File: config.mk
export PLATFORM = sky130hd
export DESIGN_NAME = ifs_cfg
export DESIGN_NICKNAME = d
export VERILOG_FILES = /design/src/ifs_pkg.sv /design/src/ifs_cfg.sv
export SDC_FILE = /design/constraint.sdc
export NUM_CORES = 1
export LEC_CHECK = 0
export ABC_AREA = 1
export BUFFER_PORTS_ARGS = -buffer_cell sky130_fd_sc_hd__buf_4
export CAP_MARGIN = 30
export CORE_MARGIN = 2
export CORE_UTILIZATION = 29
export DETAILED_ROUTE_END_ITERATION = 10
export SETUP_SLACK_MARGIN = 0.2
export SYNTH_ARGS = -nofsm -noshare
export SYNTH_HDL_FRONTEND = slang
export SYNTH_SLANG_ARGS = --single-unit
File: constraint.sdc
create_clock -name clk -period 1.4 [get_ports clk]
set_input_delay 0.21 -clock clk [delete_from_list [all_inputs] [get_ports clk]]
set_output_delay 0.21 -clock clk [all_outputs]
set_load 0.005 [all_outputs]
File: src/ifs_pkg.sv
// ----------------------------------------------------------------------------
// ifs_pkg: shared types, constants and the step table of the flux stencil
// Cell and result types, control bundles between controller and datapath,
// and the sequence of multiply-accumulate steps that forms one flux integral.
// ----------------------------------------------------------------------------
package ifs_pkg;

  // Grid and number format
  localparam int MAX_COLUMNS = 256;
  localparam int FRAC_BITS   = 16;
  localparam int COL_W       = $clog2(MAX_COLUMNS);
  localparam int CW          = $clog2(MAX_COLUMNS + 1);

  // Configuration port
  localparam int ADDR_W = 5;
  localparam int DATA_W = 32;

  // Serial multiplier widths: magnitudes up to 2^61 times up to 2^32
  localparam int MA_W = 62;
  localparam int MB_W = 33;
  localparam int PW   = 96;

  localparam logic signed [63:0] LIM = 64'sh2000_0000_0000_0000;

  // Step sequencing
  localparam int STEP_W    = 5;
  localparam int LAST_STEP = 21;

  typedef struct packed {
    logic signed [31:0] p;
    logic signed [31:0] u;
    logic signed [31:0] v;
  } cell_t;

  typedef struct packed {
    logic signed [31:0] flux_mass;
    logic signed [31:0] flux_x_momentum;
    logic signed [31:0] flux_y_momentum;
    logic [7:0]         cell_column;
    logic [15:0]        cell_row;
    logic               last_cell;
  } res_t;

  typedef struct packed {
    logic [8:0]  grid_columns;
    logic [15:0] grid_rows;
    logic [30:0] inv_two_beta;
    logic [30:0] inv_re_dx;
    logic [30:0] inv_re_dy;
    logic [30:0] inv_dx;
    logic [30:0] inv_dy;
  } cfg_t;

  // Operand sources of the multiplier
  typedef enum logic [4:0] {
    OP_DUEW, OP_DVNS, OP_SUE, OP_SUW, OP_SVE, OP_SVW, OP_SUN, OP_SUS,
    OP_SVN, OP_SVS, OP_DPEW, OP_DPNS, OP_LUX, OP_LVX, OP_LUY, OP_LVY,
    OP_DFM, OP_DGM, OP_DFX, OP_DFY, OP_DGX, OP_DGY,
    OP_I2B, OP_IRX, OP_IRY, OP_IDX, OP_IDY, OP_ONE
  } opnd_t;

  localparam int OP_COUNT = 28;

  // Right shift applied to a product
  typedef enum logic [1:0] {SH_ONE, SH_F, SH_F2} sh_t;

  // Where a finished sum goes
  typedef enum logic [3:0] {
    D_DFM, D_DGM, D_DFX, D_DFY, D_DGX, D_DGY, D_FM, D_FX, D_FY
  } dest_t;

  typedef struct packed {
    opnd_t a;
    opnd_t b;
    sh_t   sh;
    logic  sub;
    logic  first;
    logic  last;
    dest_t dest;
  } step_t;

  // Controller to datapath
  typedef struct packed {
    logic              take;
    logic              rd0;
    logic              rd1;
    logic              win;
    logic              setup;
    logic              run;
    logic              rnd;
    logic              acc;
    logic              emit;
    logic [STEP_W-1:0] step;
  } cmd_t;

  // Datapath to controller
  typedef struct packed {
    logic interior;
    logic mul_done;
  } sts_t;

  function automatic step_t mk(opnd_t a, opnd_t b, sh_t sh, logic sub,
                               logic first, logic last, dest_t dest);
    step_t s;
    s.a = a; s.b = b; s.sh = sh; s.sub = sub;
    s.first = first; s.last = last; s.dest = dest;
    return s;
  endfunction

  // One flux integral as a fixed sequence of multiply-accumulate steps
  function automatic step_t step_info(logic [STEP_W-1:0] idx);
    step_t s;
    s = mk(OP_DUEW, OP_I2B, SH_F, 1'b0, 1'b1, 1'b1, D_DFM);
    case (idx)
      5'd0:  s = mk(OP_DUEW, OP_I2B, SH_F,   1'b0, 1'b1, 1'b1, D_DFM);
      5'd1:  s = mk(OP_DVNS, OP_I2B, SH_F,   1'b0, 1'b1, 1'b1, D_DGM);
      5'd2:  s = mk(OP_SUE,  OP_SUE, SH_F2,  1'b0, 1'b1, 1'b0, D_DFX);
      5'd3:  s = mk(OP_SUW,  OP_SUW, SH_F2,  1'b1, 1'b0, 1'b0, D_DFX);
      5'd4:  s = mk(OP_DPEW, OP_ONE, SH_ONE, 1'b0, 1'b0, 1'b0, D_DFX);
      5'd5:  s = mk(OP_LUX,  OP_IRX, SH_F,   1'b1, 1'b0, 1'b1, D_DFX);
      5'd6:  s = mk(OP_SUE,  OP_SVE, SH_F2,  1'b0, 1'b1, 1'b0, D_DFY);
      5'd7:  s = mk(OP_SUW,  OP_SVW, SH_F2,  1'b1, 1'b0, 1'b0, D_DFY);
      5'd8:  s = mk(OP_LVX,  OP_IRX, SH_F,   1'b1, 1'b0, 1'b1, D_DFY);
      5'd9:  s = mk(OP_SUN,  OP_SVN, SH_F2,  1'b0, 1'b1, 1'b0, D_DGX);
      5'd10: s = mk(OP_SUS,  OP_SVS, SH_F2,  1'b1, 1'b0, 1'b0, D_DGX);
      5'd11: s = mk(OP_LUY,  OP_IRY, SH_F,   1'b1, 1'b0, 1'b1, D_DGX);
      5'd12: s = mk(OP_SVN,  OP_SVN, SH_F2,  1'b0, 1'b1, 1'b0, D_DGY);
      5'd13: s = mk(OP_SVS,  OP_SVS, SH_F2,  1'b1, 1'b0, 1'b0, D_DGY);
      5'd14: s = mk(OP_DPNS, OP_ONE, SH_ONE, 1'b0, 1'b0, 1'b0, D_DGY);
      5'd15: s = mk(OP_LVY,  OP_IRY, SH_F,   1'b1, 1'b0, 1'b1, D_DGY);
      5'd16: s = mk(OP_DFM,  OP_IDX, SH_F,   1'b1, 1'b1, 1'b0, D_FM);
      5'd17: s = mk(OP_DGM,  OP_IDY, SH_F,   1'b1, 1'b0, 1'b1, D_FM);
      5'd18: s = mk(OP_DFX,  OP_IDX, SH_F,   1'b1, 1'b1, 1'b0, D_FX);
      5'd19: s = mk(OP_DGX,  OP_IDY, SH_F,   1'b1, 1'b0, 1'b1, D_FX);
      5'd20: s = mk(OP_DFY,  OP_IDX, SH_F,   1'b1, 1'b1, 1'b0, D_FY);
      5'd21: s = mk(OP_DGY,  OP_IDY, SH_F,   1'b1, 1'b0, 1'b1, D_FY);
      default: s = mk(OP_DUEW, OP_I2B, SH_F, 1'b0, 1'b1, 1'b1, D_DFM);
    endcase
    return s;
  endfunction

  function automatic logic signed [63:0] ext(logic signed [31:0] x);
    return {{32{x[31]}}, x};
  endfunction

  // Saturating clamp of a sum to +-2^61
  function automatic logic signed [63:0] sat61(logic signed [63:0] s);
    if (s > LIM) return LIM;
    if (s < -LIM) return -LIM;
    return s;
  endfunction

  // Clamp to the signed 32-bit range
  function automatic logic signed [31:0] out32(logic signed [63:0] x);
    if (x > 64'sh0000_0000_7FFF_FFFF) return 32'sh7FFF_FFFF;
    if (x < -64'sh0000_0000_8000_0000) return 32'sh8000_0000;
    return x[31:0];
  endfunction

endpackage

File: src/ifs_cfg.sv
// ----------------------------------------------------------------------------
// ifs_cfg: configuration registers
// APB-style register file; a write to a grid size register restarts the frame.
// ----------------------------------------------------------------------------
module ifs_cfg (
  input  logic                         clk,
  input  logic                         rst_n,
  input  logic                         psel,
  input  logic                         penable,
  input  logic                         pwrite,
  input  logic [ifs_pkg::ADDR_W-1:0]   paddr,
  input  logic [ifs_pkg::DATA_W-1:0]   pwdata,
  output logic [ifs_pkg::DATA_W-1:0]   prdata,
  output logic                         pready,
  output ifs_pkg::cfg_t                cfg,
  output logic                         restart
);

  typedef enum logic [2:0] {
    REG_COLS, REG_ROWS, REG_I2B, REG_IRX, REG_IRY, REG_IDX, REG_IDY, REG_NONE
  } reg_idx_t;

  ifs_pkg::cfg_t cfg_r;
  reg_idx_t      idx;
  logic          wr;

  assign idx     = reg_idx_t'(paddr[4:2]);
  assign wr      = psel && penable && pwrite;
  assign pready  = 1'b1;
  assign cfg     = cfg_r;
  assign restart = wr && (idx == REG_COLS || idx == REG_ROWS);

  // Write registers
  always_ff @(posedge clk) begin
    if (!rst_n) begin
      cfg_r.grid_columns <= 9'd256;
      cfg_r.grid_rows    <= 16'd256;
      cfg_r.inv_two_beta <= 31'd65536;
      cfg_r.inv_re_dx    <= 31'd65536;
      cfg_r.inv_re_dy    <= 31'd65536;
      cfg_r.inv_dx       <= 31'd65536;
      cfg_r.inv_dy       <= 31'd65536;
    end else if (wr) begin
      unique case (idx)
        REG_COLS: cfg_r.grid_columns <= pwdata[8:0];
        REG_ROWS: cfg_r.grid_rows    <= pwdata[15:0];
        REG_I2B:  cfg_r.inv_two_beta <= pwdata[30:0];
        REG_IRX:  cfg_r.inv_re_dx    <= pwdata[30:0];
        REG_IRY:  cfg_r.inv_re_dy    <= pwdata[30:0];
        REG_IDX:  cfg_r.inv_dx       <= pwdata[30:0];
        REG_IDY:  cfg_r.inv_dy       <= pwdata[30:0];
        REG_NONE: ;
      endcase
    end
  end

  // Read back
  always_comb begin
    unique case (idx)
      REG_COLS: prdata = 32'(cfg_r.grid_columns);
      REG_ROWS: prdata = 32'(cfg_r.grid_rows);
      REG_I2B:  prdata = 32'(cfg_r.inv_two_beta);
      REG_IRX:  prdata = 32'(cfg_r.inv_re_dx);
      REG_IRY:  prdata = 32'(cfg_r.inv_re_dy);
      REG_IDX:  prdata = 32'(cfg_r.inv_dx);
      REG_IDY:  prdata = 32'(cfg_r.inv_dy);
      REG_NONE: prdata = '0;
    endcase
  end

endmodule

==> impl_metrics.toml, run 1 <==
[critical_path]
timing.rr.start = "cfg[40]$_SDFFE_PN0P_"
critPathSlowestCell = "dfxtp_2"
crit_type = "flip-flop to output port"
start_kind = "flip-flop"
cp-startpoint = "cfg[101]$_SDFFE_PN0P_"
worstSetupEndpointType = "output port"
cp.arrival_ps = 1300
slowest_delay_ps = 340
path_cells = "nand4_1 > nand2_1 > nor2_2 > nand3_2 > buf_6"
critical_path_required_ps = 1190
path_max_fanout = 2

[yosys]
synth_enable_flop_cells = 0
yosysWarnings = 0
yosys_register_bits = 180
synth.distinct_cells = 26
synth_flop_cell = "dfxtp_1"
syn_area_per_cell_um2 = 6.62
seq_area_frac_synth_pct = 43.4
syn-instance-count = 1256
synth_area_um2 = 8310
synth_nets = 1298
ys_async_sr_fraction_pct = 0

[global_routing]
grtUsageTotal_pct = 21.1
grt_pass1_vias = 8757
antenna_found_initial = 0
grt_max_degree = 102
overflow = 0
grt_pass1_wl_um = 50200

[placed_design]
gp_congestion = 0.875
dp_hpwl_um = 21600
port_buffers = 250

[final_layout]
multiInputGateArea_um2 = 4050
regArea_um2 = 3740
antenna_cells = 0
drive_gt1_share_pct = 40.3
largest_reg_flops = 180
nFillCells = 2811
syn2layout_area_growth_pct = 60.2
fin_nets = 1641

[floorplanning]
io_pins = 256
core_um2 = 28000
die_h_um = 173
start_util_pct = 29.7
fp.dieW_um = 173
num_rows = 61
die-area_um2 = 30000

[drt]
wl_um = 33900
vias = 9244
drtIter0Drc = 582
ant_nets = 0
drc = 0
firstDrtPassIters = 5
vias_per_cell = 4.65
wire_per_inst_um = 17.1

[sta]
hold_violations = 0
max_freq_mhz = 661
fin_ws_ps = -112
clock_skew_ps = 0
finalMaxSlewViolations = 0
fin_crit_sh_pct = 108
rsz0062_at_grt = "true"
setup_viol = 29
fin_crit_ps = 1510
finalSetupTns_ps = -1890

[pwr]
ir_drop_v = 0.000664
finalPower_mw = 11.4
power_density_nw_per_um2 = 860
p_leak_nw = 6.30

[clock_tree]
clockBufferDepth = 2
clkTransAtPathRegs_ps = 80
clock_sinks = 180
numCtsBuffers = 17
cts_max_level = 4
cts-root-buf = "clkbuf_16"
clkLatencyLatePin_ps = 420
cts_tree = "yes"

[status]
outcome = "finished with violations"
violations = "setup timing"

[min_path]
hold_path.class = "input port to flip-flop"
worstHoldStart = "pwdata[16]"

[flow_run]
drv_cap = 0
path summary, 6_finish.rpt:
| kind | end | slack (ps) | cells past startpoint |
|---|---|---|---|
| max | prdata[8] | -110 | 5 |
| min | cfg[78]$_SDFFE_PN1P_ | 40 | 3 |
| max reg2reg | cfg[40]$_SDFFE_PN0P_ | 390 | 5 |
| min reg2reg | cfg[78]$_SDFFE_PN1P_ | 480 | 2 |
layout by cell type, fill, tap and decap left out, types with 28 or more instances in the layout:
cell	n
dfxtp_2	109
buf_4	224
o21ai_1	33
nand3_1	44
buf_6	154
inv_1	103
nand2_1	164
nand4_1	28
o21ai_0	110
dfxtp_1	71
nor2_1	399
per-layer routing:
layer	global-route usage, %	routed length (µm)	vias to the layer above
met5	0	0	-
met4	6.89	845	0
met3	4.25	2190	51
met2	34.8	15900	352
met1	27.7	15000	4257
li1	-	-	4584
critical path, delay by kind of cell, from the launching register on:
family / cells / cell delay (ps)
buf+inv: 1 / 140
simple gates: 4 / 380
flops: 1 / 340
area by class of cell:
cell class              count  share of cell area, %
multi-input cells         871                   30.4
clock inverters            14                   1.25
well taps                 378                   3.55
clock buffers              18                   3.22
flip-flops and latches    180                   28.1
repair buffers            405                   29.8
inverters                 124                   3.68
where the power goes:
group,switching (mW),internal [mW],leakage [nW],total (mW)
clock,2.38,2.70,0.288,5.08
combinational,0.623,0.494,4.51,1.12
sequential,0.0590,5.19,1.50,5.25
what timing repair did:
item	CTS	global route
setup endpoints to repair	38	100
resized for setup	214	173
gates cloned	0	4
pin swaps	64	52
hold buffers	0	0
buffers inserted	61	37
through the flow:
stage               setup slack, ps  hold slack, ps  area [µm²]  cells  utilization (%)
finish                         -112            39.3       13300   1990             47.5
detailed placement             -187             480       10800   1856             38.6
global placement               -171             472       10800   1856             38.6
CTS                            -132            22.1       12400   1949             44.3
global route                   -188            41.3       13300   1990             47.5
floorplan                       204             336        8320   1256                -
synthesized netlist by cell type (6+ instances only):
| master | n | area share (%) |
|---|---|---|
| a21oi_1 | 16 | 0.96 |
| buf_2 | 31 | 1.9 |
| buf_4 | 14 | 1.3 |
| buf_6 | 10 | 1.4 |
| clkbuf_1 | 20 | 0.90 |
| dfxtp_1 | 180 | 43 |
| inv_1 | 116 | 5.2 |
| nand2_1 | 172 | 7.8 |
| nand3_1 | 60 | 3.6 |
| nand4_1 | 28 | 2.1 |
| nor2_1 | 424 | 19 |
| nor2_4 | 6 | 0.81 |
| o21ai_0 | 131 | 7.9 |
| o21ai_1 | 21 | 1.3 |
cell families after synthesis:
logic type / count (synthesis) / synth area share, %
DFF: 180 / 43.4
other: 2 / 0.0904
buffers and inverters: 205 / 11.3
AOI/OAI and AO/OA: 170 / 10.3
and+or+nand+nor: 699 / 34.9
Power figures use the tool's default switching activity.
==> run 2: changes to the inputs <==
Settings changed: SKIP_LAST_GASP set to 1.
==> run 2 against run 1 <==
Compared with the run above:
- the run still ends with setup timing left
- global-route usage fell by 0.098 points
- register-to-register slack improved by 100 ps
- final area down 2.3%
- critical path depth unchanged
- clock power is essentially flat
- sequential share of layout area grew 0.65 points
- routed wire length decreased by 1.5%
- largest power group unchanged
- non-clock buffer count is 8 lower
- flip-flop and latch count unchanged
- fmax is 0.16% lower
- die area is the same
==> impl_metrics.toml, run 2 (synthesis results as in run 1) <==
[sta]
rsz0062_at_grt = "true"
clock_skew_ps = 0
fin_ws_ps = -115
fin_crit_ps = 1510
finalMaxSlewViolations = 0
setup_viol = 31
finalSetupTns_ps = -2030
holdWs_ps = 44.1
hold_violations = 0
max_freq_mhz = 660
fin_crit_sh_pct = 108

[clock_tree]
clockBufferDepth = 2
cts_tree = "yes"
cts_max_level = 4
cts-root-buf = "clkbuf_16"
numCtsBuffers = 17
clock_sinks = 180
hold_buffers = 0
clkLatencyLatePin_ps = 420
clkTransAtPathRegs_ps = 80

[global_routing]
grt_pass1_vias = 8729
grt_pass1_wl_um = 49900
overflow = 0
grt_max_degree = 102
antenna_found_initial = 0
grtUsageTotal_pct = 21.0

[pwr]
p_leak_nw = 6.21
pwr-share-comb_pct = 9.5
pwr-share-clk_pct = 44.4
ir_drop_v = 0.000667
power_density_nw_per_um2 = 876
swShare_pct = 26.6
intPower_mw = 8.36
p_sw_mw = 3.03
seq_power_share_pct = 46.1
finalPower_mw = 11.4

[drt]
drtIter0Drc = 538
wire_per_inst_um = 16.9
vias = 9214
vias_per_cell = 4.65
ant_nets = 0
drc = 0
wl_um = 33400
firstDrtPassIters = 7

[critical_path]
cp.arrival_ps = 1300
path_max_fanout = 2
rr_worst_depth = 4
start_kind = "flip-flop"
critical_path_required_ps = 1190
crit_type = "flip-flop to output port"
worstSetupEndpointType = "output port"

[final_layout]
multiInputGateArea_um2 = 4050
final_cell_mix = "nor2_1, buf_4, nand2_1"
antenna_cells = 0
syn2layout_area_growth_pct = 56.5
final_common_cell = "nor2_1"
nFillCells = 2853
fin_nets = 1633
regArea_um2 = 3740
largest_reg_flops = 180
drive_gt1_share_pct = 39.6

[min_path]
hold_path.class = "input port to flip-flop"
whs_path_depth = 3

[floorplanning]
fp.dieW_um = 173
num_rows = 61
die-area_um2 = 30000
die_h_um = 173
core_um2 = 28000
io_pins = 256
start_util_pct = 29.7

[flow_run]
drv_cap = 0

[status]
outcome = "finished with violations"
violations = "setup timing"

[placed_design]
port_buffers = 250
gp_congestion = 0.875
dp_hpwl_um = 21600
-- run 2: metal layers --
layer	share of wire (%)	vias to the layer above	global-route usage, %
li1	-	4564	-
met1	44	4259	27.5
met2	47	346	34.7
met3	6.9	45	4.06
met4	2.3	0	7.17
met5	0	-	0
-- run 2: path summary, 6_finish.rpt --
check | end | slack (ps) | startpoint
max | prdata[7] | -110 | cfg[131]$_SDFFE_PN0P_
max reg2reg | cfg[82]$_SDFFE_PN0P_ | 490 | cfg[82]$_SDFFE_PN0P_
min | cfg[52]$_SDFFE_PN0P_ | 40 | pwdata[21]
min reg2reg | cfg[78]$_SDFFE_PN1P_ | 470 | cfg[78]$_SDFFE_PN1P_
-- run 2: power groups by stage --
stage	registers (mW)	logic [mW]	clock network, mW
after CTS	5.24	0.976	5.16
after global placement	5.36	0.890	0
after floorplan	5.35	0.399	0
final	5.25	1.08	5.06
after detailed placement	5.36	0.896	0
after global routing	5.25	1.16	5.36
-- run 2: cell type report --
cell class,count,area share (%)
clock buffer,18,3.30
clock inverter,14,1.28
inverter,124,3.72
multi-input combinational,871,31.1
sequential,180,28.8
tap,378,3.64
timing repair buffer,397,28.2
-- run 2: repair_timing --
| item | CTS | global route |
|---|---|---|
| resized for setup | 152 | 167 |
| gates cloned | 0 | 3 |
| pin swaps | 64 | 52 |
| setup endpoints to repair | 38 | 104 |
| endpoints found under the hold margin | 0 | 0 |
| setup buffers | 61 | 30 |
-- run 2: worst max-delay path, stage by stage, from the launching register on --
cell and delay, ps:
dfxtp_2 340, nand4_1 70, nand2_1 100, nor2_4 120, nand3_1 100, buf_4 140
-- run 2: through the flow --
stage	utilization (%)	cell area (µm²)	instances	worst slack [ps]
after floorplan	-	8320	1256	204
after global placement	38.6	10800	1856	-171
after detailed placement	38.6	10800	1856	-187
after CTS	43.4	12200	1949	-132
after global routing	46.4	13000	1982	-188
final	46.4	13000	1982	-115
==> run 3: changes to the inputs <==
Settings changed: ABC_AREA 1 to unset.
==> run 3 against run 2 <==
Compared with the run above:
- the run still ends with setup timing left
- combinational power barely moved
- setup slack got worse by 340 ps
- final area fell by 6.6%
- hold slack got worse by 5.8 ps
- flip-flop and latch count did not move
- sequential power fell by 1%
- fmax fell by 18%
- synthesized cell count fell by 33%
- routed wire length fell by 14%
- core utilization rose by 2.2 points
- clock-buffer cell count did not move
==> impl_metrics.toml, run 3 <==
[placed_design]
dp_hpwl_um = 19900
gp_congestion = 0.822
dp_slack_ps = -290
placedCellCount = 1428
port_buffers = 250

[drt]
drc = 0
ant_nets = 0
vias_per_cell = 5.06
vias = 7723
firstDrtPassIters = 5
drtIter0Drc = 530
wire_per_inst_um = 18.8
wl_um = 28700

[yosys]
ys_async_sr_fraction_pct = 0
synth_enable_flop_cells = 0
yosysTopAreaCell = "dfxtp_1"
synth_area_leaders = "dfxtp_1, nand3_1, o21ai_0"
ys_top_cells_by_count = "nand3_1, dfxtp_1, o21ai_0"
synth.distinct_cells = 35
syn-instance-count = 838
synth_flop_cell = "dfxtp_1"
synth_nets = 880
synth_area_um2 = 7330
synth_top_area_share_pct = 49.2
yosys_register_bits = 180
syn_area_per_cell_um2 = 8.75
synth.most_common_cell = "nand3_1"
yosysWarnings = 0
seq_area_frac_synth_pct = 49.2

[final_layout]
fin_nets = 1226
syn2layout_area_growth_pct = 65.6
multiInputGateArea_um2 = 3570
final_core_util_pct = 48.6
drive_gt1_share_pct = 50.8
final_cell_mix = "buf_4, nand3_1, o21ai_0"
antenna_cells = 0
final_common_cell = "buf_4"
regArea_um2 = 3720
largest_reg_flops = 180
fin_cells = 1527
nFillCells = 2394

[floorplanning]
core_um2 = 25000
num_rows = 58
fp.dieW_um = 163
die-area_um2 = 26600
start_util_pct = 29.4
die_h_um = 163
io_pins = 256

[sta]
finalMaxSlewViolations = 0
holdWs_ps = 38.3
max_freq_mhz = 541
setup_viol = 31
rsz0062_at_grt = "true"
hold_violations = 0
fin_crit_ps = 1850
fin_crit_sh_pct = 132
clock_skew_ps = 0
fin_ws_ps = -450

[pwr]
power_density_nw_per_um2 = 905
p_leak_nw = 5.21
finalPower_mw = 11.0
ir_drop_v = 0.000594

[critical_path]
worstSetupEndpointType = "output port"
critical_path_required_ps = 1190
start_kind = "flip-flop"
critPathSlowestCell = "mux4_2"
path_cells = "mux4_2 > mux2_4 > buf_6"
slowest_delay_ps = 480
worst-path-buf-inv = 1
crit_type = "flip-flop to output port"
path_max_fanout = 2
crit_family = "multiplexers"
cp.arrival_ps = 1640

[global_routing]
grtUsageTotal_pct = 20.8
grt_max_degree = 40
overflow = 0
antenna_found_initial = 0
grt_pass1_vias = 7229
grt_pass1_wl_um = 42200

[clock_tree]
clock_sinks = 180
cts-root-buf = "clkbuf_16"
numCtsBuffers = 17
clkTransAtPathRegs_ps = 70
clkLatencyLatePin_ps = 420
clockBufferDepth = 2
cts_tree = "yes"
cts_max_level = 4

[min_path]
hold_path.class = "input port to flip-flop"

[status]
violations = "setup timing"
outcome = "finished with violations"

[flow_run]
drv_cap = 0
run 3: final timing paths:
kind,from,endpoint,slack (ps),depth (start not counted)
setup reg to reg,cfg[172]$_SDFFE_PN0P_,cfg[172]$_SDFFE_PN0P_,360,6
hold reg to reg,cfg[29]$_SDFFE_PN0P_,cfg[29]$_SDFFE_PN0P_,480,2
setup / recovery,cfg[7]$_SDFFE_PN0P_,prdata[7],-450,3
hold / removal,pwdata[16],cfg[16]$_SDFFE_PN1P_,40,3
run 3: kinds of logic after synthesis:
logic type             count (synthesis)  share of synthesized area (%)
muxes                                 53                           8.47
AOI/OAI and AO/OA                    250                           19.3
other                                  2                          0.102
and+or+nand+nor                      267                           17.5
buffers and inverters                 86                           5.55
DFF                                  180                           49.2
run 3: cell type report:
| cell class | count | area share [%] |
|---|---|---|
| repair buffers | 411 | 31.7 |
| flip-flops and latches | 180 | 30.7 |
| inverters | 2 | 0.0721 |
| clock buffers | 18 | 3.62 |
| well taps | 330 | 3.40 |
| multi-input cells | 572 | 29.4 |
| clock inverters | 14 | 1.17 |
run 3: per-layer routing:
layer  routed length [µm]  vias up  global-route usage (%)
li1                     -     3748                       -
met1                12500     3668                    26.8
met2                13700      261                    34.4
met3                 1700       46                    4.05
met4                  852        0                    8.17
met5                    0        -                       0
run 3: power breakdown:
part | switching [mW] | leakage (nW) | internal (mW) | total (mW)
clock | 2.32 | 0.285 | 2.42 | 4.74
sequential | 0.0331 | 1.50 | 5.16 | 5.19
combinational | 0.563 | 3.43 | 0.497 | 1.06
total | 2.91 | 5.21 | 8.07 | 11.0
run 3: worst reg2reg max path: stages, from the launching register on:
cell and delay, ps:
dfxtp_2 340, buf_6 120, buf_6 110, buf_4 120, buf_4 120, nand3_1 50, o21ai_0 80
run 3: repair_timing:
item                       in CTS  in global routing
resized for setup             149                107
gates cloned                    1                  0
hold endpoints to repair        1                  0
pin swaps                      13                  9
setup endpoints to repair      54                113
hold buffers                    1                  0
buffers inserted               44                 21
run 3: through the flow:
| step | area, µm² | setup TNS, ps |
|---|---|---|
| 6_report | 12100 | -8050 |
| 5_1_grt | 12100 | -9740 |
| 4_1_cts | 11600 | -8320 |
| 3_5_place_dp | 10300 | -20330 |
| 3_3_place_gp | 10300 | -16330 |
| 2_1_floorplan | 7420 | 0 |
