$ cat src/ifs_pkg.sv
// ----------------------------------------------------------------------------
// ifs_pkg: shared types, constants and the step table of the flux stencil
// Cell and result types, control bundles between controller and datapath,
// and the sequence of multiply-accumulate steps that forms one flux integral.
// ----------------------------------------------------------------------------
package ifs_pkg;

  // Grid and number format
  localparam int MAX_COLUMNS = 256;
  localparam int FRAC_BITS   = 16;
  localparam int COL_W       = $clog2(MAX_COLUMNS);
  localparam int CW          = $clog2(MAX_COLUMNS + 1);

  // Configuration port
  localparam int ADDR_W = 5;
  localparam int DATA_W = 32;

  // Serial multiplier widths: magnitudes up to 2^61 times up to 2^32
  localparam int MA_W = 62;
  localparam int MB_W = 33;
  localparam int PW   = 96;

  localparam logic signed [63:0] LIM = 64'sh2000_0000_0000_0000;

  // Step sequencing
  localparam int STEP_W    = 5;
  localparam int LAST_STEP = 21;

  typedef struct packed {
    logic signed [31:0] p;
    logic signed [31:0] u;
    logic signed [31:0] v;
  } cell_t;

  typedef struct packed {
    logic signed [31:0] flux_mass;
    logic signed [31:0] flux_x_momentum;
    logic signed [31:0] flux_y_momentum;
    logic [7:0]         cell_column;
    logic [15:0]        cell_row;
    logic               last_cell;
  } res_t;

  typedef struct packed {
    logic [8:0]  grid_columns;
    logic [15:0] grid_rows;
    logic [30:0] inv_two_beta;
    logic [30:0] inv_re_dx;
    logic [30:0] inv_re_dy;
    logic [30:0] inv_dx;
    logic [30:0] inv_dy;
  } cfg_t;

  // Operand sources of the multiplier
  typedef enum logic [4:0] {
    OP_DUEW, OP_DVNS, OP_SUE, OP_SUW, OP_SVE, OP_SVW, OP_SUN, OP_SUS,
    OP_SVN, OP_SVS, OP_DPEW, OP_DPNS, OP_LUX, OP_LVX, OP_LUY, OP_LVY,
    OP_DFM, OP_DGM, OP_DFX, OP_DFY, OP_DGX, OP_DGY,
    OP_I2B, OP_IRX, OP_IRY, OP_IDX, OP_IDY, OP_ONE
  } opnd_t;

  localparam int OP_COUNT = 28;

  // Right shift applied to a product
  typedef enum logic [1:0] {SH_ONE, SH_F, SH_F2} sh_t;

  // Where a finished sum goes
  typedef enum logic [3:0] {
    D_DFM, D_DGM, D_DFX, D_DFY, D_DGX, D_DGY, D_FM, D_FX, D_FY
  } dest_t;

  typedef struct packed {
    opnd_t a;
    opnd_t b;
    sh_t   sh;
    logic  sub;
    logic  first;
    logic  last;
    dest_t dest;
  } step_t;

  // Controller to datapath
  typedef struct packed {
    logic              take;
    logic              rd0;
    logic              rd1;
    logic              win;
    logic              setup;
    logic              run;
    logic              rnd;
    logic              acc;
    logic              emit;
    logic [STEP_W-1:0] step;
  } cmd_t;

  // Datapath to controller
  typedef struct packed {
    logic interior;
    logic mul_done;
  } sts_t;

  function automatic step_t mk(opnd_t a, opnd_t b, sh_t sh, logic sub,
                               logic first, logic last, dest_t dest);
    step_t s;
    s.a = a; s.b = b; s.sh = sh; s.sub = sub;
    s.first = first; s.last = last; s.dest = dest;
    return s;
  endfunction

  // One flux integral as a fixed sequence of multiply-accumulate steps
  function automatic step_t step_info(logic [STEP_W-1:0] idx);
    step_t s;
    s = mk(OP_DUEW, OP_I2B, SH_F, 1'b0, 1'b1, 1'b1, D_DFM);
    case (idx)
      5'd0:  s = mk(OP_DUEW, OP_I2B, SH_F,   1'b0, 1'b1, 1'b1, D_DFM);
      5'd1:  s = mk(OP_DVNS, OP_I2B, SH_F,   1'b0, 1'b1, 1'b1, D_DGM);
      5'd2:  s = mk(OP_SUE,  OP_SUE, SH_F2,  1'b0, 1'b1, 1'b0, D_DFX);
      5'd3:  s = mk(OP_SUW,  OP_SUW, SH_F2,  1'b1, 1'b0, 1'b0, D_DFX);
      5'd4:  s = mk(OP_DPEW, OP_ONE, SH_ONE, 1'b0, 1'b0, 1'b0, D_DFX);
      5'd5:  s = mk(OP_LUX,  OP_IRX, SH_F,   1'b1, 1'b0, 1'b1, D_DFX);
      5'd6:  s = mk(OP_SUE,  OP_SVE, SH_F2,  1'b0, 1'b1, 1'b0, D_DFY);
      5'd7:  s = mk(OP_SUW,  OP_SVW, SH_F2,  1'b1, 1'b0, 1'b0, D_DFY);
      5'd8:  s = mk(OP_LVX,  OP_IRX, SH_F,   1'b1, 1'b0, 1'b1, D_DFY);
      5'd9:  s = mk(OP_SUN,  OP_SVN, SH_F2,  1'b0, 1'b1, 1'b0, D_DGX);
      5'd10: s = mk(OP_SUS,  OP_SVS, SH_F2,  1'b1, 1'b0, 1'b0, D_DGX);
      5'd11: s = mk(OP_LUY,  OP_IRY, SH_F,   1'b1, 1'b0, 1'b1, D_DGX);
      5'd12: s = mk(OP_SVN,  OP_SVN, SH_F2,  1'b0, 1'b1, 1'b0, D_DGY);
      5'd13: s = mk(OP_SVS,  OP_SVS, SH_F2,  1'b1, 1'b0, 1'b0, D_DGY);
      5'd14: s = mk(OP_DPNS, OP_ONE, SH_ONE, 1'b0, 1'b0, 1'b0, D_DGY);
      5'd15: s = mk(OP_LVY,  OP_IRY, SH_F,   1'b1, 1'b0, 1'b1, D_DGY);
      5'd16: s = mk(OP_DFM,  OP_IDX, SH_F,   1'b1, 1'b1, 1'b0, D_FM);
      5'd17: s = mk(OP_DGM,  OP_IDY, SH_F,   1'b1, 1'b0, 1'b1, D_FM);
      5'd18: s = mk(OP_DFX,  OP_IDX, SH_F,   1'b1, 1'b1, 1'b0, D_FX);
      5'd19: s = mk(OP_DGX,  OP_IDY, SH_F,   1'b1, 1'b0, 1'b1, D_FX);
      5'd20: s = mk(OP_DFY,  OP_IDX, SH_F,   1'b1, 1'b1, 1'b0, D_FY);
      5'd21: s = mk(OP_DGY,  OP_IDY, SH_F,   1'b1, 1'b0, 1'b1, D_FY);
      default: s = mk(OP_DUEW, OP_I2B, SH_F, 1'b0, 1'b1, 1'b1, D_DFM);
    endcase
    return s;
  endfunction

  function automatic logic signed [63:0] ext(logic signed [31:0] x);
    return {{32{x[31]}}, x};
  endfunction

  // Saturating clamp of a sum to +-2^61
  function automatic logic signed [63:0] sat61(logic signed [63:0] s);
    if (s > LIM) return LIM;
    if (s < -LIM) return -LIM;
    return s;
  endfunction

  // Clamp to the signed 32-bit range
  function automatic logic signed [31:0] out32(logic signed [63:0] x);
    if (x > 64'sh0000_0000_7FFF_FFFF) return 32'sh7FFF_FFFF;
    if (x < -64'sh0000_0000_8000_0000) return 32'sh8000_0000;
    return x[31:0];
  endfunction

endpackage

$ cat src/ifs_ctrl.sv
// ----------------------------------------------------------------------------
// ifs_ctrl: stencil controller
// Sequences store reads, the window update and the 22 multiply-accumulate
// steps of an interior cell, and holds the result valid flag.
// ----------------------------------------------------------------------------
module ifs_ctrl (
  input  logic          clk,
  input  logic          rst_n,
  input  logic          in_valid,
  output logic          in_ready,
  output logic          out_valid,
  input  logic          out_ready,
  input  ifs_pkg::sts_t sts,
  output ifs_pkg::cmd_t cmd
);

  typedef enum logic [3:0] {
    S_IDLE, S_RD0, S_RD1, S_WIN, S_SETUP, S_RUN, S_RND, S_ACC, S_EMIT
  } state_t;

  state_t                     state_r;
  logic [ifs_pkg::STEP_W-1:0] step_r;
  logic                       out_valid_r;

  // Commands decoded from the state
  always_comb begin
    cmd       = '0;
    cmd.take  = (state_r == S_IDLE) && in_valid;
    cmd.rd0   = (state_r == S_RD0);
    cmd.rd1   = (state_r == S_RD1);
    cmd.win   = (state_r == S_WIN);
    cmd.setup = (state_r == S_SETUP);
    cmd.run   = (state_r == S_RUN);
    cmd.rnd   = (state_r == S_RND);
    cmd.acc   = (state_r == S_ACC);
    cmd.emit  = (state_r == S_EMIT) && (!out_valid_r || out_ready);
    cmd.step  = step_r;
  end

  assign in_ready  = (state_r == S_IDLE);
  assign out_valid = out_valid_r;

  // State, step counter and result valid
  always_ff @(posedge clk) begin
    if (!rst_n) begin
      state_r     <= S_IDLE;
      step_r      <= '0;
      out_valid_r <= 1'b0;
    end else begin
      if (cmd.emit) begin
        out_valid_r <= 1'b1;
      end else if (out_ready) begin
        out_valid_r <= 1'b0;
      end
      unique case (state_r)
        S_IDLE: if (in_valid) state_r <= S_RD0;
        S_RD0:  state_r <= S_RD1;
        S_RD1:  state_r <= S_WIN;
        S_WIN: begin
          step_r  <= '0;
          state_r <= sts.interior ? S_SETUP : S_IDLE;
        end
        S_SETUP: state_r <= S_RUN;
        S_RUN:   if (sts.mul_done) state_r <= S_RND;
        S_RND:   state_r <= S_ACC;
        S_ACC: begin
          if (step_r == ifs_pkg::STEP_W'(ifs_pkg::LAST_STEP)) begin
            state_r <= S_EMIT;
          end else begin
            step_r  <= step_r + 1'b1;
            state_r <= S_SETUP;
          end
        end
        S_EMIT: if (cmd.emit) state_r <= S_IDLE;
        default: state_r <= S_IDLE;
      endcase
    end
  end

  a_step_range: assert property (@(posedge clk) disable iff (!rst_n)
    step_r <= ifs_pkg::STEP_W'(ifs_pkg::LAST_STEP))
    else $error("step counter past last step");

  a_last_emits: assert property (@(posedge clk) disable iff (!rst_n)
    (state_r == S_ACC && step_r == ifs_pkg::STEP_W'(ifs_pkg::LAST_STEP))
    |=> state_r == S_EMIT)
    else $error("last step did not lead to result");

  a_emit_valid: assert property (@(posedge clk) disable iff (!rst_n)
    cmd.emit |=> out_valid_r)
    else $error("loaded result not marked valid");

  a_no_take_busy: assert property (@(posedge clk) disable iff (!rst_n)
    (state_r != S_IDLE) |-> !cmd.take)
    else $error("cell taken while busy");

endmodule

$ cat config.mk
export PLATFORM = sky130hd
export DESIGN_NAME = ifs_ctrl
export DESIGN_NICKNAME = d
export VERILOG_FILES = /design/src/ifs_pkg.sv /design/src/ifs_ctrl.sv
export SDC_FILE = /design/constraint.sdc
export NUM_CORES = 1
export LEC_CHECK = 0
export ABC_AREA = 0
export ABC_CLOCK_PERIOD_IN_PS = 3580
export BUFFER_PORTS_ARGS = -buffer_cell sky130_fd_sc_hd__buf_2
export CORE_AREA = 2 2 39 41
export DETAILED_ROUTE_END_ITERATION = 16
export DIE_AREA = 0 0 41 43
export PLACE_DENSITY = 0.76
export SETUP_SLACK_MARGIN = 0.1
export SYNTH_ARGS = -nofsm -noshare
export SYNTH_HDL_FRONTEND = slang
export SYNTH_SLANG_ARGS = --single-unit
$ cat constraint.sdc
create_clock -name clk -period 3.58 [get_ports clk]
set_input_delay 0.358 -clock clk [delete_from_list [all_inputs] [get_ports clk]]
set_output_delay 0.358 -clock clk [all_outputs]
set_load 0.1 [all_outputs]
==> impl_results.md, run 1 <==
- CTS Buf Count: 3
- Fill cells: 134
- Final Cycle Share: 62.08%
- Die Area: 1763 sq um
- Worst Tran Pin Value: 0.4870 ns
- Max-Cap Viols: 0
- Gr ovfl total: 0
- N_diodes: 0
- Synth cell count leaders: dfxtp_1 (10), nand2b_1 (6), a21oi_1 (5)
- Switching Power: 102.3 uW
- Share of layout cells above drive strength 1: 28.26%
- CTS max path bufs: 2
- Maximum vdd ir drop: 197.9 uV
- Synth top area cells: dfxtp_1 (34%), nand2b_1 (6.4%), a21oi_1 (4.3%), ha_1 (4.3%), or3_1 (4.3%)
- Outcome: completed
- Critical Path Sink Type: output port
- Final Power: 291.5 uW
- Starting DRT DRC Count: 18
- First-pass detailed-route iteration total: 4
- Die height: 43 microns
- RR Endpoint: step_r[3]$_SDFFE_PN0P_
- Nets@finish: 101
- Met3 Use GR: approximately 3.1%
- Pleak: 0.0003304 uW
- Hold Vio Cnt, Final: 0
- Largest net degree at the start of global routing: 15
- Post-Synthesis Cells: 72
- Core area: approximately 1400 sq um
- Gr usage total: 17.12%
- Comb power frac: 22.6%
- Antenna-violating nets left: 0
- Worst skew pair latency: between 0.2 and 0.3 ns
- Sw Ratio: 35.08%
- Cell Area, Placed: roughly 700 sq um
- Min-delay src: rst_n
- Register area: 200.2 sq um
- Vias in the first global route: 474
- Worst Setup SP: state_r[1]$_SDFFE_PN0P_
- End of the worst hold path: out_valid$_SDFFE_PN0P_
- F_max: 450.0 MHz
- Cts repair resizes: 0
- Distinct cell type count after synthesis: 31
- GRT Max-Usage Layer: met1
- WL/cell: 11.97 microns
- Num rows: 14
- Worst hold path type: primary input to flop
- Yosys warns: 0
- Worst reg2reg setup slack: 1.72 ns
- DRC Markers: 0
- R2R depth: 3
- Layout Utilization: 53.16%
- Pwr dens: 396.3 nW/um^2
- Final setup fails: 0
- Clock tree root driver cell: clkbuf_4
- CTS H-tree depth: 1
- R2r startpoint: state_r[1]$_SDFFE_PN0P_
- Clock skew: 0.004891 ns
- Synth top area share: 34.19%
- Slew Viols, Final: 0
- Port buffer count: 21
- I/O pins: 22
- Synth async-reset ratio: 0%
- GR Layer Usage met1: 24.35%
- Total Wirelength: between 1000 and 1500 microns
- Synth Area per Inst: 8.133 sq um
- Syn Std Cell Area: 585.6 sq um
- Clock Pin Slew Worst Setup and Hold Paths: 0.07 ns
- Total negative slack: 0 ns
- Setup Buffers After CTS: 0
- Multi-input gate area: 359.1 sq um
- Hpwl dp: 912 microns
- Seq pwr share: 41.6%
- CTS tree: built
- Die width: 41 microns
- Most common cell in the netlist: dfxtp_1
- Internal Pwr Total: ~190 uW
- Worst-path maximum fanout: 13
- Hold_ws: about 0.4 ns
- CTS sink cnt: 10
- Flops & latches, synth: 10
- Via count of the routed design: around 600
- RSZ-0062 raised after global routing: no
- Syn nets: 80
- Vias per cell: about 5.4
- Required @ worst endpoint: 3.22 ns
- Rel. slew slack: 67.76%
- Post-synth top area cell: dfxtp_1
- Post-route cell area: 735.7 sq um
- Gpl congestion: approximately 0.75
- Critical Path Start Type: flop
- First-pass GRT wire length: 2028 microns
- Data arrival, critical path: 1.86 ns
- Seq/Total Area, Yosys: 34.19%
- Antenna violations before repair: 0
- Number of flops mapped to enable cells by yosys: 0
- M2 GR Usage: 23.13%
- Worst Hold Path Cells: 2
- Clk pwr share: 35.8%
- Crit path time final: 2.222 ns
- Primary FF master, synth: dfxtp_1
- Area grow syn2layout: 25.64%
- Hold_buf cts: 0
- Setup CP Type: flop to output port
- Initial Util: 42.31%
-- through the flow --
step | setup WS [ns] | instances
after floorplan | 0.4247 | 72
after global placement | 1.678 | 104
after detailed placement | 1.663 | 104
after CTS | 1.357 | 108
after global routing | 1.244 | 108
final | 1.358 | 108
-- sequential cells by signal (all words and copies together), names as in the netlist --
signal     flops
out_valid      1
state_r        4
step_r         5
-- cell usage in the layout, fill, tap and decap left out, types with 2 or more instances in the layout --
master    synthesis  layout
o211ai_1          2       2
nor3_1            2       2
buf_2             0      21
a21boi_0          2       2
nand3_1           2       2
inv_1             4       4
or3_1             4       4
ha_1              2       2
nor2_1            4       4
nand2_1           3       3
and2_1            2       2
nand2b_1          6       6
a21oi_1           5       5
nand4b_1          2       2
clkbuf_4          0       3
o21ai_0           3       3
dfxtp_1          10      10
-- cell families after synthesis --
kind of cell	after synthesis	share of synthesized area, %
and+or+nand+nor	33	34.83
AOI/OAI and AO/OA	18	19.66
buffers and inverters	9	7.050
adders and majority gates	2	4.273
DFF	10	34.19
-- worst max-delay path, cell delays in order, from the launching register on --
cell and delay (ns):
dfxtp_1 0.60, nand4b_1 0.44, inv_1 0.13, buf_2 0.43
-- routing by layer --
layer	wire (microns)	vias to the layer above	part of all wire [%]
li1	-	301	-
met1	609	247	47
met2	572	36	44
met3	90	2	7.0
met4	19	0	1.5
met5	0	-	0
-- area by class of cell --
class,count,share of cell area [%]
well taps,16,2.721
multi-input cells,53,48.81
flip-flops and latches,10,27.21
clock buffers,4,4.932
repair buffers,21,14.29
inverters,4,2.041
-- power by group through the flow --
stage	Sequential, uW	Clock (uW)	Combinational (uW)
after CTS	121	107	66.3
after global placement	123	0	65.2
after floorplan	118	0	60.7
after detailed placement	124	0	65.8
final	121	104	66.0
after global routing	123	110	68.8
-- worst max-delay path by stage --
stage	cells past startpoint	to
finish	3	cmd[6]
global route	3	cmd[6]
CTS	3	cmd[6]
detailed placement	3	cmd[6]
global placement	3	cmd[5]
floorplan	3	cmd[11]
No activity file was read; power rests on OpenSTA's default activity.
==> run 2: changes to the inputs <==
Settings changed: ABC_AREA 0 to 1, ABC_CLOCK_PERIOD_IN_PS 3580 to 2200, CORE_AREA 2 2 39 41 to not set, CORE_MARGIN set to 2, CORE_UTILIZATION set to 48, DIE_AREA 0 0 41 43 to not set, PLACE_DENSITY 0.76 to 0.79.
Clock period 3.58 ns to 2.2 ns, I/O delays scaled along.
==> impl_results.md, run 2 <==
- Outcome: completed
- Worst hold path type: primary input to flop
- Largest net degree at the start of global routing: 9
- Most frequent cells in the layout: nor2_1 (22), buf_2 (21), inv_1 (17)
- Hold_buf cts: 0
- Required @ worst endpoint: 1.98 ns
- Max reg flops: 5
- First-pass GRT wire length: between 2000 and 2500 microns
- M2 GR Usage: 32.42%
- Rel. slew slack: 67.47%
- Worst skew pair latency: 0.26 ns
- Worst-path maximum fanout: 5
- CTS Buf Count: 3
- Die height: around 41 microns
- Dpl cells: 141
- GRT Max-Usage Layer: met2
- Synth top area cells: dfxtp_1 (30%), nor2_1 (13%), inv_1 (9.6%), nand2_1 (9.0%), nand3_1 (7.5%)
- Setup Buffers After CTS: 0
- Initial Util: 51.25%
- Via count of the routed design: approximately 700
- CTS sink cnt: 10
- Met3 Use GR: 3.261%
- Starting DRT DRC Count: 22
- RR Endpoint: step_r[0]$_SDFFE_PN0P_
- First-pass detailed-route iteration total: 4
- GR Layer Usage met1: roughly a fifth
- Fill cells: roughly 130
- Antenna-violating nets left: 0
- Clock Pin Slew Worst Setup and Hold Paths: 0.06 ns
- Critical Path Sink Type: output port
- Synth Area per Inst: around 6.3 sq um
- Total Wirelength: 1348 microns
- Hold Vio Cnt, Final: 0
- Critical Path Start Type: flop
- Register bank with the most flops: step_r
- Post-Synthesis Cells: about 110
- Synth cell count leaders: nor2_1 (23), inv_1 (17), nand2_1 (16)
- Hold_ws: 0.1864 ns
- Min-delay src: rst_n
- Nets@finish: 139
- Pwr dens: 607.9 nW/um^2
- Primary FF master, synth: dfxtp_1
- Distinct cell type count after synthesis: 22
- Antenna violations before repair: 0
- Fin cells: 145
- Port buffer count: 21
- Synth top area share: 30.02%
- Hpwl dp: 1111 microns
- Final setup fails: 0
- Share of layout cells above drive strength 1: 29.23%
- Pleak: ~0.00043 uW
- Vias per cell: 4.876
- Flops & latches, synth: 10
- CTS tree: built
- Die Area: 1704 sq um
- Slew Viols, Final: 0
- Area grow syn2layout: 24.39%
- Post-route cell area: between 800 and 900 sq um
- RSZ-0062 raised after global routing: no
- Data arrival, critical path: 1.55 ns
- Worst Setup SP: state_r[2]$_SDFFE_PN0P_
- Worst Tran Pin Value: 0.4914 ns
- Clock skew: 0.0005435 ns
- Die width: roughly 41 microns
- N_diodes: 0
- Post-synth top area cell: dfxtp_1
- CTS H-tree depth: 1
- DRC Markers: 0
- Gr ovfl total: 0
- Gpl congestion: 0.7651
- Crit path time final: 1.766 ns
- I/O pins: 22
- Final Cycle Share: roughly four fifths
- Syn nets: 114
- WL/cell: around 9.3 microns
- CTS max path bufs: 2
- Gr usage total: 18.32%
- Clock tree root driver cell: clkbuf_4
- Syn Std Cell Area: approximately 670 sq um
- Cell Area, Placed: 793.3 sq um
- Yosys warns: 0
- Number of flops mapped to enable cells by yosys: 0
- Num rows: 13
- Commonest non-fill, non-tap cell in the layout: nor2_1
- Maximum vdd ir drop: 335.1 uV
- Cts repair resizes: 0
- Max-Cap Viols: 0
- Seq/Total Area, Yosys: 30.02%
- Setup CP Type: flop to output port
- Worst reg2reg setup slack: 0.90 ns
- F_max: between 500 and 600 MHz
- Vias in the first global route: 504
- R2R depth: 6
- Core area: 1301 sq um
- R2r startpoint: step_r[0]$_SDFFE_PN0P_
- Worst setup path endpoint: cmd[8]
- Most common cell in the netlist: nor2_1
- Total negative slack: 0 ns
- Synth async-reset ratio: 0%
run 2: power breakdown:
part	internal [uW]	leakage, uW	switching (uW)
Sequential	186	0.0000810	9.53
Combinational	26.5	0.000325	119
Clock	100	0.0000210	62.3
run 2: routing by layer:
metal  routed length (microns)  vias to the layer above
met2                       647                       24
li1                          -                      383
met1                       599                      296
met4                        17                        0
met5                         0                        -
met3                        84                        4
run 2: worst min-delay path by stage:
stage | to | cells after the start
6_report | state_r[0]$_SDFFE_PN0P_ | 3
3_5_place_dp | state_r[0]$_SDFFE_PN0P_ | 3
3_3_place_gp | state_r[0]$_SDFFE_PN0P_ | 3
4_1_cts | state_r[0]$_SDFFE_PN0P_ | 3
5_1_grt | state_r[0]$_SDFFE_PN0P_ | 3
2_1_floorplan | state_r[0]$_SDFFE_PN0P_ | 2
run 2: worst max-delay path: stages (launching register included):
cell and delay, ns:
dfxtp_1 0.44, inv_1 0.09, nor2_1 0.17, nand2_1 0.09, inv_1 0.07, buf_2 0.42
run 2: cell type report:
cell class	count	area (sq um)	area share, %
clock buffer	4	36.28	4.374
timing repair buffer	21	105.1	12.67
tap	15	18.77	2.262
inverter	20	75.07	9.050
multi-input combinational	75	394.1	47.51
sequential	10	200.2	24.13
run 2: kinds of logic after synthesis:
logic type | synth area share [%]
xor gates and xnor gates | 1.314
buffers and inverters | 12.01
and+or+nand+nor | 44.28
adders and majority gates | 3.752
DFF | 30.02
AOI/OAI and AO/OA | 8.631
run 2: stage by stage:
stage | power, uW | utilization [%] | worst slack, ns
after floorplan | 322.3 | - | 0.09475
final | 504.2 | 63.75 | 0.4344
after CTS | 506.5 | 63.75 | 0.4463
after detailed placement | 345.6 | 60.96 | 0.7300
after global routing | 527.1 | 63.75 | 0.2760
after global placement | 344.2 | 60.96 | 0.7817
==> run 3: changes to the inputs <==
Settings changed: ABC_CLOCK_PERIOD_IN_PS 2200 to 1650.
Clock period 2.2 ns to 1.65 ns, I/O delays scaled along.
==> impl_results.md, run 3 (synthesis gave the netlist of run 2 again) <==
- Clk pwr share: between 20 and 25%
- Clock skew: 0.01136 ns
- F_max: 679.2 MHz
- RSZ-0062 raised after global routing: yes
- Cell Chain, Critical Path: inv_1 -> nor2_1 -> nand2_1 -> clkinvlp_4 -> buf_12
- Final Power: ~700 uW
- Critical path's largest stage delay: 0.41 ns
- Fill cells: approximately 110
- Crit path time final: 1.472 ns
- Setup CP Type: flop to output port
- Starting DRT DRC Count: 18
- Comb power frac: 36.3%
- Antenna-violating nets left: 0
- Seq pwr share: 39.0%
- Pwr dens: 692.4 nW/um^2
- Required @ worst endpoint: roughly 1.5 ns
- Die height: 41.28 microns
- CP Buf/Inv Count: 3
- Worst path depth: 5
- Maximum vdd ir drop: 689.6 uV
- R2r startpoint: step_r[0]$_SDFFE_PN0P_
- Outcome: completed
- Vias per cell: approximately 5.2
- Worst path slowest cell: dfxtp_2
- Worst setup path endpoint: cmd[8]
- Total Wirelength: 1597 microns
- Clock tree root driver cell: clkbuf_4
- Gpl congestion: 0.8051
- CTS max path bufs: 2
- RR Endpoint: step_r[0]$_SDFFE_PN0P_
- Max-Cap Viols: 0
- CTS Buf Count: 3
- Clock Pin Slew Worst Setup and Hold Paths: 0.05 ns
- I/O pins: 22
- Cell family with most CP delay: flip-flops
- CTS H-tree depth: 1
- Worst skew pair latency: ~0.28 ns
- Worst-path maximum fanout: 6
- Register bank with the most flops: step_r
- Pleak: roughly 0.00043 uW
- Final Cycle Share: 89.23%
- WL/cell: 11.09 microns
- Register area: 212.7 sq um
- Rel. slew slack: 67.70%
- Num rows: 13
- Critical Path Start Type: flop
- Internal Pwr Total: around 400 uW
- Die Area: around 1700 sq um
- Final setup fails: 0
- Worst Tran Pin Value: between 0.4 and 0.5 ns
- Switching Power: roughly 270 uW
- Critical Path Sink Type: output port
- Hpwl dp: 1324 microns
- CTS tree: built
- Data arrival, critical path: about 1.3 ns
- Gr ovfl total: 0
- Max reg flops: 5
- Die width: roughly 41 microns
- Via count of the routed design: 745
- First-pass detailed-route iteration total: 4
- Most frequent cells in the layout: nor2_1 (16), nand2_1 (16), inv_1 (14)
- R2R depth: 6
- Slew Viols, Final: 0
- Antenna violations before repair: 0
- Setup Buffers After CTS: 0
- Worst hold path type: primary input to flop
- Worst reg2reg setup slack: roughly 0.37 ns
- Worst Setup SP: state_r[0]$_SDFFE_PN0P_
- Vias in the first global route: ~590
- Min-delay src: rst_n
- Total negative slack: 0 ns
- Initial Util: 51.25%
- Hold Vio Cnt, Final: 0
- Nets@finish: 139
- First-pass GRT wire length: 2380 microns
- Gr usage total: 21.90%
- CTS sink cnt: 10
- Area grow syn2layout: 47.47%
- Core area: 1301 sq um
- Largest net degree at the start of global routing: 9
- N_diodes: 0
- Port buffer count: 21
- Multi-input gate area: 445.4 sq um
- Share of layout cells above drive strength 1: 43.41%
- Sw Ratio: 40.28%
- DRC Markers: 0
[run 3: cell types whose count changed in the layout (fill, tap and decap cells not counted), moves of 3 or more]
cell	before	now
buf_12	0	6
buf_2	21	11
dfxtp_1	10	0
dfxtp_2	0	10
inv_1	17	14
nor2_1	22	16
nor2_4	2	8
[run 3: final cells by class]
class | instances | area share, %
Multi-Input combinational cell | 75 | 45.29
Sequential cell | 10 | 21.63
Timing Repair Buffer | 21 | 20.87
Inverter | 20 | 8.015
Clock buffer | 3 | 2.290
Tap cell | 15 | 1.908
[run 3: stage by stage]
step / setup slack [ns] / utilization (%) / hold slack, ns / std cells / area [sq um]
CTS: 0.1123 / 74.81 / 0.1179 / 144 / 973.4
finish: 0.1778 / 75.58 / 0.1232 / 144 / 983.4
global route: 0.08830 / 75.58 / 0.1167 / 144 / 983.4
global placement: 0.3821 / 72.69 / 0.3878 / 141 / 945.9
floorplan: 0.03308 / - / 0.2626 / 106 / 737.0
detailed placement: 0.3524 / 72.69 / 0.3968 / 141 / 945.9
[run 3: power groups by stage]
stage | clock network, uW | registers [uW] | logic, uW
floorplan | 0 | 280 | 166
global placement | 0 | 270 | 243
detailed placement | 0 | 270 | 245
CTS | 174 | 265 | 246
global route | 188 | 267 | 261
finish | 168 | 265 | 247
[run 3: worst min-delay path by stage]
stage,cells past startpoint,endpoint
2_1_floorplan,2,state_r[0]$_SDFFE_PN0P_
3_3_place_gp,3,state_r[0]$_SDFFE_PN0P_
3_5_place_dp,3,state_r[0]$_SDFFE_PN0P_
4_1_cts,3,state_r[0]$_SDFFE_PN0P_
5_1_grt,3,state_r[0]$_SDFFE_PN0P_
6_report,3,state_r[0]$_SDFFE_PN0P_
[run 3: what timing repair did]
action / in CTS / in global routing
hold buffers: 0 / 0
resized for setup: 2 / 4
setup endpoints to repair: 2 / 6
[run 3: routing by layer]
layer,wire length [microns],global-route usage [%],up-vias
met5,0,0,-
li1,-,-,379
met1,708,24.76,343
met3,86,8.696,3
met4,21,7.258,0
met2,779,37.11,20
[run 3: worst reg2reg max path, cell delays in order, from the launching register on]
cell and delay (ns):
dfxtp_2 0.38, ha_1 0.16, nand4_1 0.15, nand2_2 0.16
nand2_4 0.09, o21ai_0 0.17, nor2_1 0.06
